==> src/hw/rtl/ppp_pkg.sv <==
// shared types, widths and helpers for the pinhole point projection pipeline
package ppp_pkg;

    localparam int COORD_W   = 32;
    localparam int FRAC_W    = 8;
    localparam int ROT_W     = 20;
    localparam int ROT_ROW_W = 3 * ROT_W;
    localparam int CAM_XY_W  = 64;
    localparam int CAM_Z_W   = 32;
    localparam int FOCAL_W   = 24;
    localparam int PP_W      = 24;
    localparam int SIZE_W    = 16;
    localparam int CFG_IDX_W = 4;
    localparam int CFG_DATA_W = 64;

    localparam int DIFF_W  = COORD_W + 1;
    localparam int PROD_W  = ROT_W + DIFF_W;
    localparam int CAM_W   = PROD_W + 2;
    localparam int MAG_W   = CAM_W;
    localparam int SPLIT_W = (MAG_W + 1) / 2;
    localparam int PLO_W   = SPLIT_W + FOCAL_W;
    localparam int PHI_W   = MAG_W - SPLIT_W + FOCAL_W;
    localparam int NUM_W   = MAG_W + FOCAL_W + 2;
    localparam int DEN_W   = MAG_W + 1;
    localparam int Q_W     = COORD_W + 1;
    localparam int REM_W   = DEN_W + 1;
    localparam int ACC_W   = REM_W + Q_W;
    localparam int RES_W   = Q_W + 2;
    localparam int LIM_W   = COORD_W + 1;

    localparam logic signed [COORD_W-1:0] COORD_MAX = {1'b0, {(COORD_W-1){1'b1}}};
    localparam logic signed [COORD_W-1:0] COORD_MIN = {1'b1, {(COORD_W-1){1'b0}}};

    typedef enum logic [CFG_IDX_W-1:0] {
        REG_ROT_ROW0        = 4'd0,
        REG_ROT_ROW1        = 4'd1,
        REG_ROT_ROW2        = 4'd2,
        REG_CAM_POS_XY      = 4'd3,
        REG_CAM_POS_Z       = 4'd4,
        REG_FOCAL_PX        = 4'd5,
        REG_PRINCIPAL_POINT = 4'd6,
        REG_IMAGE_SIZE      = 4'd7
    } cfg_reg_t;

    typedef struct packed {
        logic signed [COORD_W-1:0] point_x;
        logic signed [COORD_W-1:0] point_y;
        logic signed [COORD_W-1:0] point_z;
    } point_t;

    typedef struct packed {
        logic signed [COORD_W-1:0] col_pos;
        logic signed [COORD_W-1:0] row_pos;
        logic                      in_frame;
        logic                      depth_zero;
    } pixel_t;

    typedef struct packed {
        logic [2:0][ROT_ROW_W-1:0] rot_row;
        logic [CAM_XY_W-1:0]       cam_pos_xy;
        logic [CAM_Z_W-1:0]        cam_pos_z;
        logic [FOCAL_W-1:0]        focal_px;
        logic [2*PP_W-1:0]         principal_point;
        logic [2*SIZE_W-1:0]       image_size;
    } cfg_t;

    typedef logic signed [CAM_W-1:0] cam_t;

    typedef struct packed {
        logic valid;
        logic zero;
        logic neg_x;
        logic neg_y;
        logic ovf_x;
        logic ovf_y;
    } ppp_tag_t;

    typedef struct packed {
        logic [ACC_W-1:0] acc_x;
        logic [ACC_W-1:0] acc_y;
        logic [DEN_W-1:0] den;
    } div_data_t;

    function automatic logic signed [ROT_W-1:0] rot_entry(logic [ROT_ROW_W-1:0] row, int j);
        return $signed(row[ROT_ROW_W-1-ROT_W*j -: ROT_W]);
    endfunction

endpackage

==> src/hw/rtl/ppp_output.sv <==
// principal point offset, saturation, frame test and output register
module ppp_output
    import ppp_pkg::*;
(
    input  logic      aclk,
    input  logic      aresetn,
    input  logic      en,
    input  ppp_tag_t  in_tag,
    input  div_data_t in_data,
    input  cfg_t      cfg,
    output logic      out_valid,
    output pixel_t    out_data
);

    logic signed [RES_W-1:0]   rx, ry, cx, cy, col_raw, row_raw;
    logic signed [COORD_W-1:0] col_reg, col_next, row_reg, row_next;
    logic                      zero_reg, vld_reg, m_valid_reg;
    pixel_t                    m_data_reg, m_data_next;
    logic [SIZE_W-1:0]         img_w, img_h;

    function automatic logic signed [COORD_W-1:0] sat_coord(logic signed [RES_W-1:0] v);
        priority if (v > RES_W'(COORD_MAX)) begin
            return COORD_MAX;
        end else if (v < RES_W'(COORD_MIN)) begin
            return COORD_MIN;
        end else begin
            return COORD_W'(v);
        end
    endfunction

    always_comb begin
        rx = $signed(RES_W'(in_data.acc_x[Q_W-1:0]));
        ry = $signed(RES_W'(in_data.acc_y[Q_W-1:0]));
        if (in_tag.neg_x) begin
            rx = -rx;
        end
        if (in_tag.neg_y) begin
            ry = -ry;
        end
        cx      = $signed(RES_W'(cfg.principal_point[PP_W-1:0]));
        cy      = $signed(RES_W'(cfg.principal_point[2*PP_W-1:PP_W]));
        col_raw = cx - rx;
        row_raw = cy + ry;
    end

    always_comb begin
        priority if (in_tag.zero) begin
            col_next = '0;
        end else if (in_tag.ovf_x) begin
            col_next = in_tag.neg_x ? COORD_MAX : COORD_MIN;
        end else begin
            col_next = sat_coord(col_raw);
        end
        priority if (in_tag.zero) begin
            row_next = '0;
        end else if (in_tag.ovf_y) begin
            row_next = in_tag.neg_y ? COORD_MIN : COORD_MAX;
        end else begin
            row_next = sat_coord(row_raw);
        end
    end

    assign img_w = cfg.image_size[SIZE_W-1:0];
    assign img_h = cfg.image_size[2*SIZE_W-1:SIZE_W];

    always_comb begin
        m_data_next.col_pos    = col_reg;
        m_data_next.row_pos    = row_reg;
        m_data_next.depth_zero = zero_reg;
        m_data_next.in_frame   = !zero_reg
            && !col_reg[COORD_W-1] && ({1'b0, col_reg} < LIM_W'({img_w, FRAC_W'(0)}))
            && !row_reg[COORD_W-1] && ({1'b0, row_reg} < LIM_W'({img_h, FRAC_W'(0)}));
    end

    always_ff @(posedge aclk) begin
        if (!aresetn) begin
            vld_reg     <= 1'b0;
            m_valid_reg <= 1'b0;
        end else if (en) begin
            vld_reg     <= in_tag.valid;
            m_valid_reg <= vld_reg;
        end
    end

    always_ff @(posedge aclk) begin
        if (en) begin
            col_reg    <= col_next;
            row_reg    <= row_next;
            zero_reg   <= in_tag.zero;
            m_data_reg <= m_data_next;
        end
    end

    assign out_valid = m_valid_reg;
    assign out_data  = m_data_reg;

endmodule

==> config.mk <==
export PLATFORM = sky130hd
export DESIGN_NAME = ppp_output
export DESIGN_NICKNAME = d
export VERILOG_FILES = /design/src/hw/rtl/ppp_pkg.sv /design/src/hw/rtl/ppp_output.sv
export SDC_FILE = /design/constraint.sdc
export NUM_CORES = 1
export LEC_CHECK = 0
export BUFFER_PORTS_ARGS = -buffer_cell sky130_fd_sc_hd__buf_2
export CAP_MARGIN = 0
export CORE_AREA = 10 10 262 264
export CTS_CLUSTER_SIZE = 24
export DETAILED_ROUTE_END_ITERATION = 6
export DIE_AREA = 0 0 272 274
export GPL_TIMING_DRIVEN = 0
export HOLD_SLACK_MARGIN = 0.02
export PLACE_DENSITY = 0.49
export SYNTH_ARGS = -nofsm -noshare
export SYNTH_HDL_FRONTEND = slang
export SYNTH_SLANG_ARGS = --single-unit
export TNS_END_PERCENT = 100
==> constraint.sdc <==
create_clock -name aclk -period 9.01 [get_ports aclk]
set_input_delay 1.802 -clock aclk [delete_from_list [all_inputs] [get_ports aclk]]
set_output_delay 1.802 -clock aclk [all_outputs]
set_load 0.01 [all_outputs]
==> results.md, run 1 <==
Yosys:
- The main combinational cell family by area after synthesis is compound AO/OA/AOI/OAI gates.
- The net count after synthesis is roughly 1700.
- The dominant cell type by area after synthesis is sky130_fd_sc_hd__edfxtp_1.
- By area the synthesized netlist is led by sky130_fd_sc_hd__edfxtp_1, sky130_fd_sc_hd__ha_1, sky130_fd_sc_hd__xnor2_1.
- A synthesized cell averages approximately 10 um2.
- The mux cell area share after synthesis is 0.00718.
- Of the post-synthesis cell area, the dominant cell type holds 0.396.
- Of the total synthesized cell area, the portion taken by full adders, half adders and majority gates is 0.107.
- The commonest cells after synthesis are sky130_fd_sc_hd__edfxtp_1, sky130_fd_sc_hd__ha_1, sky130_fd_sc_hd__o21ai_0.
- The share of the synthesized area in compound gates (AO/OA/AOI/OAI) came to 0.214.
- The most used flip-flop cell after synthesis is sky130_fd_sc_hd__edfxtp_1.
- The cell with the most instances after synthesis is sky130_fd_sc_hd__edfxtp_1.
- The Yosys step of the flow raised 0 warnings.
- Synthesis produced 968 cells.
- After synthesis the cells add up to 0.00993 mm2.
- The synthesized netlist contains 80 unique library cells.
- The share of the yosys chip area belonging to registers is 0.400.
- Of the total synthesized cell area, the portion taken by AND, OR, NAND and NOR gates is 0.134.
- In the synthesized netlist the async set-or-reset flop fraction comes to 0.
- The post-synthesis xor/xnor area fraction is 0.102.
- The synthesized design contains 131 enable-type register cells.
- Synthesis inferred 133 register bits.

CTS:
- Clock-pin slew was measured on the worst setup and hold paths at 0.07 ns.
- The clock latency on the worst-skew pair is roughly 0.47 ns.
- The number of setup buffers added after CTS is 0.
- The clock buffer count from CTS is 17.
- For this design, the CTS-stage hold fixing added 0 buffers.
- TritonCTS built the clock tree.
- The number of buffers on the longest clock path is 2.
- The post-cts gate resize count is 0.
- CTS built an H-tree with a depth of 4.
- The library cell used as clock root buffer is sky130_fd_sc_hd__clkbuf_16.
- The total clock sinks is 133.

STA:
- After layout, the minimum clock period comes to about 7.4 ns.
- The worst max-slew margin expressed relative to the limit is 0.452.
- The fmax is ~130 MHz.
- The clock skew after layout is 0.0170 ns.
- Setup violations remaining at the end of the flow were counted as 0.
- Adding up every negative setup slack in the final design gives 0 ns.
- The portion of the clock cycle consumed by the worst path in the final layout is 0.824.
- Setup repair after global routing left no endpoint under its margin.
- The worst-margin pin slew is between 0.8 and 0.9 ns.
- The number of hold violations in the final report is 0.
- The total count of max-transition violations in the final report is 0.
- Setup slack on the critical path of the routed design comes to 1.58 ns.

Layout:
- Across the whole layout, storage elements account for between 0.003 and 0.004 mm2.
- Relative to the synthesized area, the layout overhead comes to 28.3%.
- The layout cell share with drive strength beyond 1 is 0.259.
- The finished layout holds 2078 standard cells, fillers aside.
- For this run, the post-layout net count is 1915.
- The filler cells instantiated in the layout total 7056.
- The number of flip-flops in the largest register is 66.
- In the final layout, the multi-input gates occupy 0.00561 mm2.

Global routing:
- The number of global-route vias before repair is 8621.
- The pin count of the biggest net entering global routing is 95.
- Summed over all layers, the global routing overflow is 0.
- The number of antenna violations at the first check in global routing is 9.
- The wire length of the first global-routing pass is ~57000 um.
- The overall fraction of global-route tracks in use is 0.106.

Critical path:
- By startpoint and endpoint, the worst setup path is classified as primary input to register.
- The worst endpoint required time is 9.22 ns.
- The top fanout value on the critical path is 10.
- The critical path starts at in_tag[3].
- The setup slack of the worst register-to-register path is 6.46 ns.
- The logic depth of the worst register-to-register path is 10.
- The worst setup path is launched from a primary input.
- Walking the worst path, the cells encountered are clkbuf_1 -> clkbuf_1 -> clkbuf_1 -> clkbuf_1 -> nand2_1 -> xor2_1 -> ha_1 -> buf_2 -> and4_1 -> nand3_1 -> a2111oi_2 -> o21ai_0 -> a211oi_1 -> o211ai_2 -> or3b_1 -> a41oi_2 -> o21ai_2 -> o41ai_2.
- The endpoint of the worst-slack reg-to-reg timing path is out_data[1].
- The worst setup path is captured at a register.
- Following the worst setup path forward leads to its endpoint at col_reg[13].
- The dominant cell type by count on the critical path is sky130_fd_sc_hd__clkbuf_1.
- The startpoint identified for the worst register-to-register timing path is col_reg[9].
- At the worst endpoint, the arrival time is 7.64 ns.
- The largest single stage delay on the critical path is 0.60 ns.
- The critical-path cell with the highest stage delay is sky130_fd_sc_hd__a211oi_1.

Floorplan:
- The die covers ~0.075 mm2.
- The total I/O pin count is 692.
- The initial core utilization is 0.156.
- The floorplan step set the die height to 274 um.
- The number of placement rows is 93.
- The core region is around 0.064 mm2.
- The die span in x is 272 um.

Placed design:
- The count of buffers added on input and output ports is 218.
- The number of cells in the design after placement is 2042.
- Routability-driven placement finished with a final weighted congestion of roughly 0.87.
- The HPWL after detailed placement is 33300 um.
- Prior to clock tree synthesis, the placed netlist has a worst setup slack of 1.09 ns.

Run status:
- The flow ran to the end, and the final reports show no timing, DRC or antenna violations.

Flow run:
- Max-cap violations in this run came to 0.

Power:
- The power per cell area is between 150 and 200 mW/mm2.
- The cell leakage power is 5.06 nW.
- The maximum vdd ir drop is 0.160 mV.

Worst hold path:
- In this run the most critical hold path is launched from row_reg[3].
- The worst hold path belongs to the class register to register.

Detailed routing:
- After detailed routing, the average wire length per cell comes to 19.4 um.
- The number of design-rule violations left by the first detailed-router iteration is 598.
- The routed via count is about 8700.
- The ratio of routed vias to standard cells is between 4 and 5.
- The number of nets with antenna violations after detailed routing is 0.
- The first TritonRoute pass finished after 5 iterations.
- The count of unresolved DRC violations after routing is 0.
- The sum of routed wire length over all layers is ~40000 um.
[placed cells by master, fill, tap and decap left out, types with 7 or more instances in the layout]
cell / instances
sky130_fd_sc_hd__a211oi_1: 11
sky130_fd_sc_hd__xor2_1: 54
sky130_fd_sc_hd__ha_1: 82
sky130_fd_sc_hd__o31ai_1: 16
sky130_fd_sc_hd__nor2_1: 39
sky130_fd_sc_hd__nand2_1: 53
sky130_fd_sc_hd__o41ai_1: 11
sky130_fd_sc_hd__xnor2_1: 60
sky130_fd_sc_hd__clkbuf_16: 17
sky130_fd_sc_hd__clkbuf_1: 18
sky130_fd_sc_hd__nand4_1: 17
sky130_fd_sc_hd__and3_1: 11
sky130_fd_sc_hd__nor3_1: 15
sky130_fd_sc_hd__a21o_1: 40
sky130_fd_sc_hd__a31oi_1: 17
sky130_fd_sc_hd__edfxtp_1: 131
sky130_fd_sc_hd__nor4_1: 11
sky130_fd_sc_hd__a21oi_1: 52
sky130_fd_sc_hd__nand2b_1: 12
sky130_fd_sc_hd__nand3_1: 27
sky130_fd_sc_hd__o21ai_0: 71
sky130_fd_sc_hd__o21ai_1: 12
sky130_fd_sc_hd__and4_1: 7
sky130_fd_sc_hd__o21ai_2: 21
sky130_fd_sc_hd__inv_1: 51
sky130_fd_sc_hd__buf_2: 224
[worst max-delay path: cells and delay by family]
family	cells	cell delay, ns
and+or+nand+nor	4	0.92
AOI/OAI and AO/OA	7	2.55
buffers and inverters	5	1.87
xor gates and xnor gates	1	0.19
adders and majority gates	1	0.28
[per-stage QoR]
step	total power, mW	instance area [um2]	hold WS [ns]	utilization
after global placement	1.38	12100	0.402	0.190
after global routing	2.24	12700	0.427	0.200
after detailed placement	1.38	12100	0.407	0.190
after CTS	2.16	12700	0.421	0.200
final	2.12	12700	0.417	0.200
after floorplan	1.15	9930	0.400	-
[worst min path at each step]
| stage | to | slack [ns] | cells past startpoint |
|---|---|---|---|
| 6_report | out_data[5] | 0.42 | 0 |
| 3_3_place_gp | out_data[8] | 0.40 | 0 |
| 2_1_floorplan | out_data[2] | 0.40 | 0 |
| 5_1_grt | out_data[36] | 0.43 | 0 |
| 3_5_place_dp | out_data[6] | 0.41 | 0 |
| 4_1_cts | out_data[5] | 0.42 | 0 |
[final cells by class]
cell class	count	area share
buffer	30	0.0119
sequential	133	0.312
multi-input combinational	753	0.440
inverter	52	0.0153
antenna	4	0.000786
tap	855	0.0840
clock inverter	15	0.0144
clock buffer	17	0.0334
timing repair buffer	219	0.0883
[routing by layer]
layer | part of all wire | global-route usage | routed length [um]
met2 | 0.44 | 0.158 | 17700
met4 | 0.028 | 0.0399 | 1120
met3 | 0.050 | 0.0287 | 2020
met1 | 0.48 | 0.143 | 19500
met5 | 0.0011 | 0 | 45
[cells by family (layout without fill, tap and decap cells)]
group | after synthesis | after routing
other cells | 0 | 4
flops | 133 | 133
xor+xnor | 115 | 115
mux | 7 | 7
simple gates | 239 | 239
buf+inv | 82 | 333
compound gates | 308 | 308
fa+ha+maj | 84 | 84
[report_power, final]
group          total [mW]  switching, mW  internal [mW]
registers           0.789         0.0321          0.757
logic               0.579          0.351          0.228
clock network       0.751          0.332          0.419
No activity file was read; power rests on OpenSTA's default activity.
==> inputs of run 2 (changes only) <==
--- a/config.mk
+++ b/config.mk
@@ -7,13 +7,13 @@
 export LEC_CHECK = 0
 export BUFFER_PORTS_ARGS = -buffer_cell sky130_fd_sc_hd__buf_2
 export CAP_MARGIN = 0
-export CORE_AREA = 10 10 262 264
+export CORE_AREA = 10 10 263 265
 export CTS_CLUSTER_SIZE = 24
 export DETAILED_ROUTE_END_ITERATION = 6
-export DIE_AREA = 0 0 272 274
+export DIE_AREA = 0 0 273 275
 export GPL_TIMING_DRIVEN = 0
 export HOLD_SLACK_MARGIN = 0.02
-export PLACE_DENSITY = 0.49
+export PLACE_DENSITY = 0.48
 export SYNTH_ARGS = -nofsm -noshare
 export SYNTH_HDL_FRONTEND = slang
 export SYNTH_SLANG_ARGS = --single-unit
==> constraint.sdc (replaced) <==
create_clock -name aclk -period 7.45 [get_ports aclk]
set_input_delay 1.49 -clock aclk [delete_from_list [all_inputs] [get_ports aclk]]
set_output_delay 1.49 -clock aclk [all_outputs]
set_load 0.01 [all_outputs]
==> run 2 against run 1 <==
- cell area is 0.23% lower
- cell count about the same
- critical endpoint is now row_reg[8]
- sequential power rose by 21%
- highest routed layer unchanged
- critical path type unchanged
- combinational power up 21%
==> results.md, run 2 (synthesized netlist as in run 1, its figures left out) <==
Run status:
- The run finished with clean final reports.

Detailed routing:
- The number of design-rule violations left by the first detailed-router iteration is 578.
- The first TritonRoute pass finished after 4 iterations.
- After detailed routing, the number of vias per cell comes to between 4 and 5.
- The count of unresolved DRC violations after routing is 0.
- The detailed-route wire length per cell is 19.6 um.
- The final layout contains routed wiring with a total length of between 40000 and 50000 um.
- The met2 wire length is 17800 um.
- Detailed routing inserted a total of roughly 8600 vias.
- The met1 wire length is 19800 um.
- The routed length on met3 is 1980 um.
- The highest metal layer with signal wires is met5.
- The number of nets with antenna violations after detailed routing is 0.

CTS:
- The total clock sinks is 133.
- The library cell used as clock root buffer is sky130_fd_sc_hd__clkbuf_16.
- The count of H-tree levels built during CTS is 4.
- The clock reaches the later pin of the worst-skew pair after 0.47 ns.
- Clock-pin slew was measured on the worst setup and hold paths at 0.07 ns.
- The quantity of hold-fixing buffers added after cts is 0.
- The clock buffer count from CTS is 17.
- The CTS tree is built.
- The number of buffers on the longest clock path is 2.

Power:
- VDD sags by at most between 0.1 and 0.15 mV.
- In this run the static leakage power is 5.04 nW.
- Dividing total power by cell area gives a power density of slightly below 200 mW/mm2.
- The sum of internal, switching and leakage power is 2.51 mW.

Floorplan:
- The initial utilization of the core area, before any placement, comes to 0.155.
- The die covers 0.0751 mm2.
- Measured along the y axis, the die boundary spans approximately 280 um.
- In this run the core area contains 93 standard-cell rows.
- The die span in x is 273 um.
- The total I/O pin count is 692.
- After floorplanning, the core was sized to cover 0.0639 mm2.

Layout:
- The number of standard cells in the final layout excluding fillers is 2076.
- The filler cell count in the final layout is 7075.
- The most common library cell in the layout ignoring fill and taps is sky130_fd_sc_hd__buf_2.
- In the final design database the tool counted 1915 nets.
- The area of all placed cells without fillers is 0.0127 mm2.
- In the final layout, the share of cells above drive strength 1 is 0.259.
- The register with the most flip-flops in the layout has 66 of them.
- The synthesis-to-finish area growth is 28.1%.
- The area used by sequential logic in the layout is approximately 0.0040 mm2.
- In the layout the commonest cells are sky130_fd_sc_hd__buf_2, sky130_fd_sc_hd__edfxtp_1, sky130_fd_sc_hd__ha_1, sky130_fd_sc_hd__o21ai_0, sky130_fd_sc_hd__xnor2_1.
- Measured on the finished design, the core utilization comes to 0.199.
- The area occupied by multi-input gates is between 0.005 and 0.006 mm2.

Global routing:
- The first global-routing pass estimated roughly 58000 um of wire.
- The overall fraction of global-route tracks in use is 0.106.
- The number of global-route vias before repair is 8538.
- The number of antenna violations at the first check in global routing came to 8.
- The pin count of the biggest net entering global routing is 73.
- Global routing finished with a remaining overflow of 0.

Critical path:
- The startpoint identified for the worst register-to-register timing path is col_reg[9].
- The critical setup path kind is primary input to register.
- The worst endpoint required time is 7.70 ns.
- The worst setup path is launched from a primary input.
- The top fanout value on the critical path is 10.
- The critical path startpoint is in_tag[2].
- The data arrival at the endpoint of the critical path is roughly 7.2 ns.
- The type of element capturing the critical path is a register.

Placed design:
- In this run the cell area measured after placement is ~0.012 mm2.
- The total of buffers placed on input and output ports is 218.
- The placer's final routability congestion estimate is 0.854.
- Before CTS, the worst setup slack after placement is -0.207 ns.
- Detailed placement finished with a half-perimeter wire length of 33800 um.
- The number of cells in the design after placement is 2042.

STA:
- Across the routed clock network, the largest skew measured is 0.00937 ns.
- The shortest clock period the worst path allows after layout is 6.98 ns.
- The worst max-slew margin expressed relative to the limit is 0.406.
- Setup repair after global routing left no endpoint under its margin.
- The number of hold violations in the final report is 0.
- The worst path meets setup with about 0.47 ns of slack.
- Setup violations remaining at the end of the flow were counted as 0.
- Static timing analysis puts the maximum clock frequency at 143 MHz.
- The total count of max-transition violations in the final report is 0.
- The portion of the clock cycle consumed by the worst path in the final layout is 0.937.
- At the pin with the least slew margin, the transition time is 0.889 ns.

Worst hold path:
- In this run the worst hold path is classified as register to register.
- The worst hold path begins at col_reg[3].

Flow run:
- The count of maximum capacitance violations is 0.
-- run 2: final cells by class --
cell class | instances | share of cell area
multi-input cells | 753 | 0.442
well taps | 855 | 0.0841
diodes | 2 | 0.000394
repair buffers | 219 | 0.0885
clock buffers | 18 | 0.0338
clock inverters | 14 | 0.0113
plain buffers | 30 | 0.0119
inverters | 52 | 0.0154
flip-flops and latches | 133 | 0.313
-- run 2: routing by layer --
metal,GRT usage,vias to the layer above
li1,-,4201
met1,0.147,4157
met2,0.156,217
met3,0.0249,47
met4,0.0433,8
met5,0,-
-- run 2: worst paths after layout --
| path | cells after the start | slack (ns) | to |
|---|---|---|---|
| setup / recovery | 18 | 0.47 | row_reg[8] |
| hold / removal | 0 | 0.42 | out_data[37] |
| setup reg to reg | 10 | 4.90 | out_data[1] |
| hold reg to reg | 0 | 0.42 | out_data[37] |
-- run 2: timing repair --
item	4_1_cts	5_1_grt
setup endpoints to repair	0	28
resized for setup	0	2
endpoints found under the hold margin	0	0
buffers inserted	0	0
-- run 2: metrics by stage --
step                      setup TNS [ns]  hold WS, ns
final                                  0        0.420
after global routing                   0        0.426
after CTS                              0        0.418
after detailed placement           -4.37        0.407
after global placement             -4.26        0.401
after floorplan                        0        0.400
-- run 2: critical path: stages --
cell and delay (ns):
sky130_fd_sc_hd__buf_2 0.17, sky130_fd_sc_hd__clkbuf_1 0.40, sky130_fd_sc_hd__clkbuf_1 0.51, sky130_fd_sc_hd__clkbuf_1 0.52
sky130_fd_sc_hd__o31ai_1 0.18, sky130_fd_sc_hd__xnor2_1 0.16, sky130_fd_sc_hd__ha_1 0.32, sky130_fd_sc_hd__a211o_1 0.34
sky130_fd_sc_hd__a21oi_1 0.21, sky130_fd_sc_hd__and3b_1 0.21, sky130_fd_sc_hd__nor3_1 0.50, sky130_fd_sc_hd__o31ai_1 0.29
sky130_fd_sc_hd__a221o_1 0.49, sky130_fd_sc_hd__nand3b_1 0.24, sky130_fd_sc_hd__a2111oi_2 0.41, sky130_fd_sc_hd__o31ai_1 0.14
sky130_fd_sc_hd__clkbuf_1 0.23, sky130_fd_sc_hd__o21ai_0 0.39
-- run 2: power breakdown --
part           switching (mW)  internal (mW)
clock network           0.391          0.468
registers              0.0392          0.915
logic                   0.423          0.277
total                   0.853           1.66
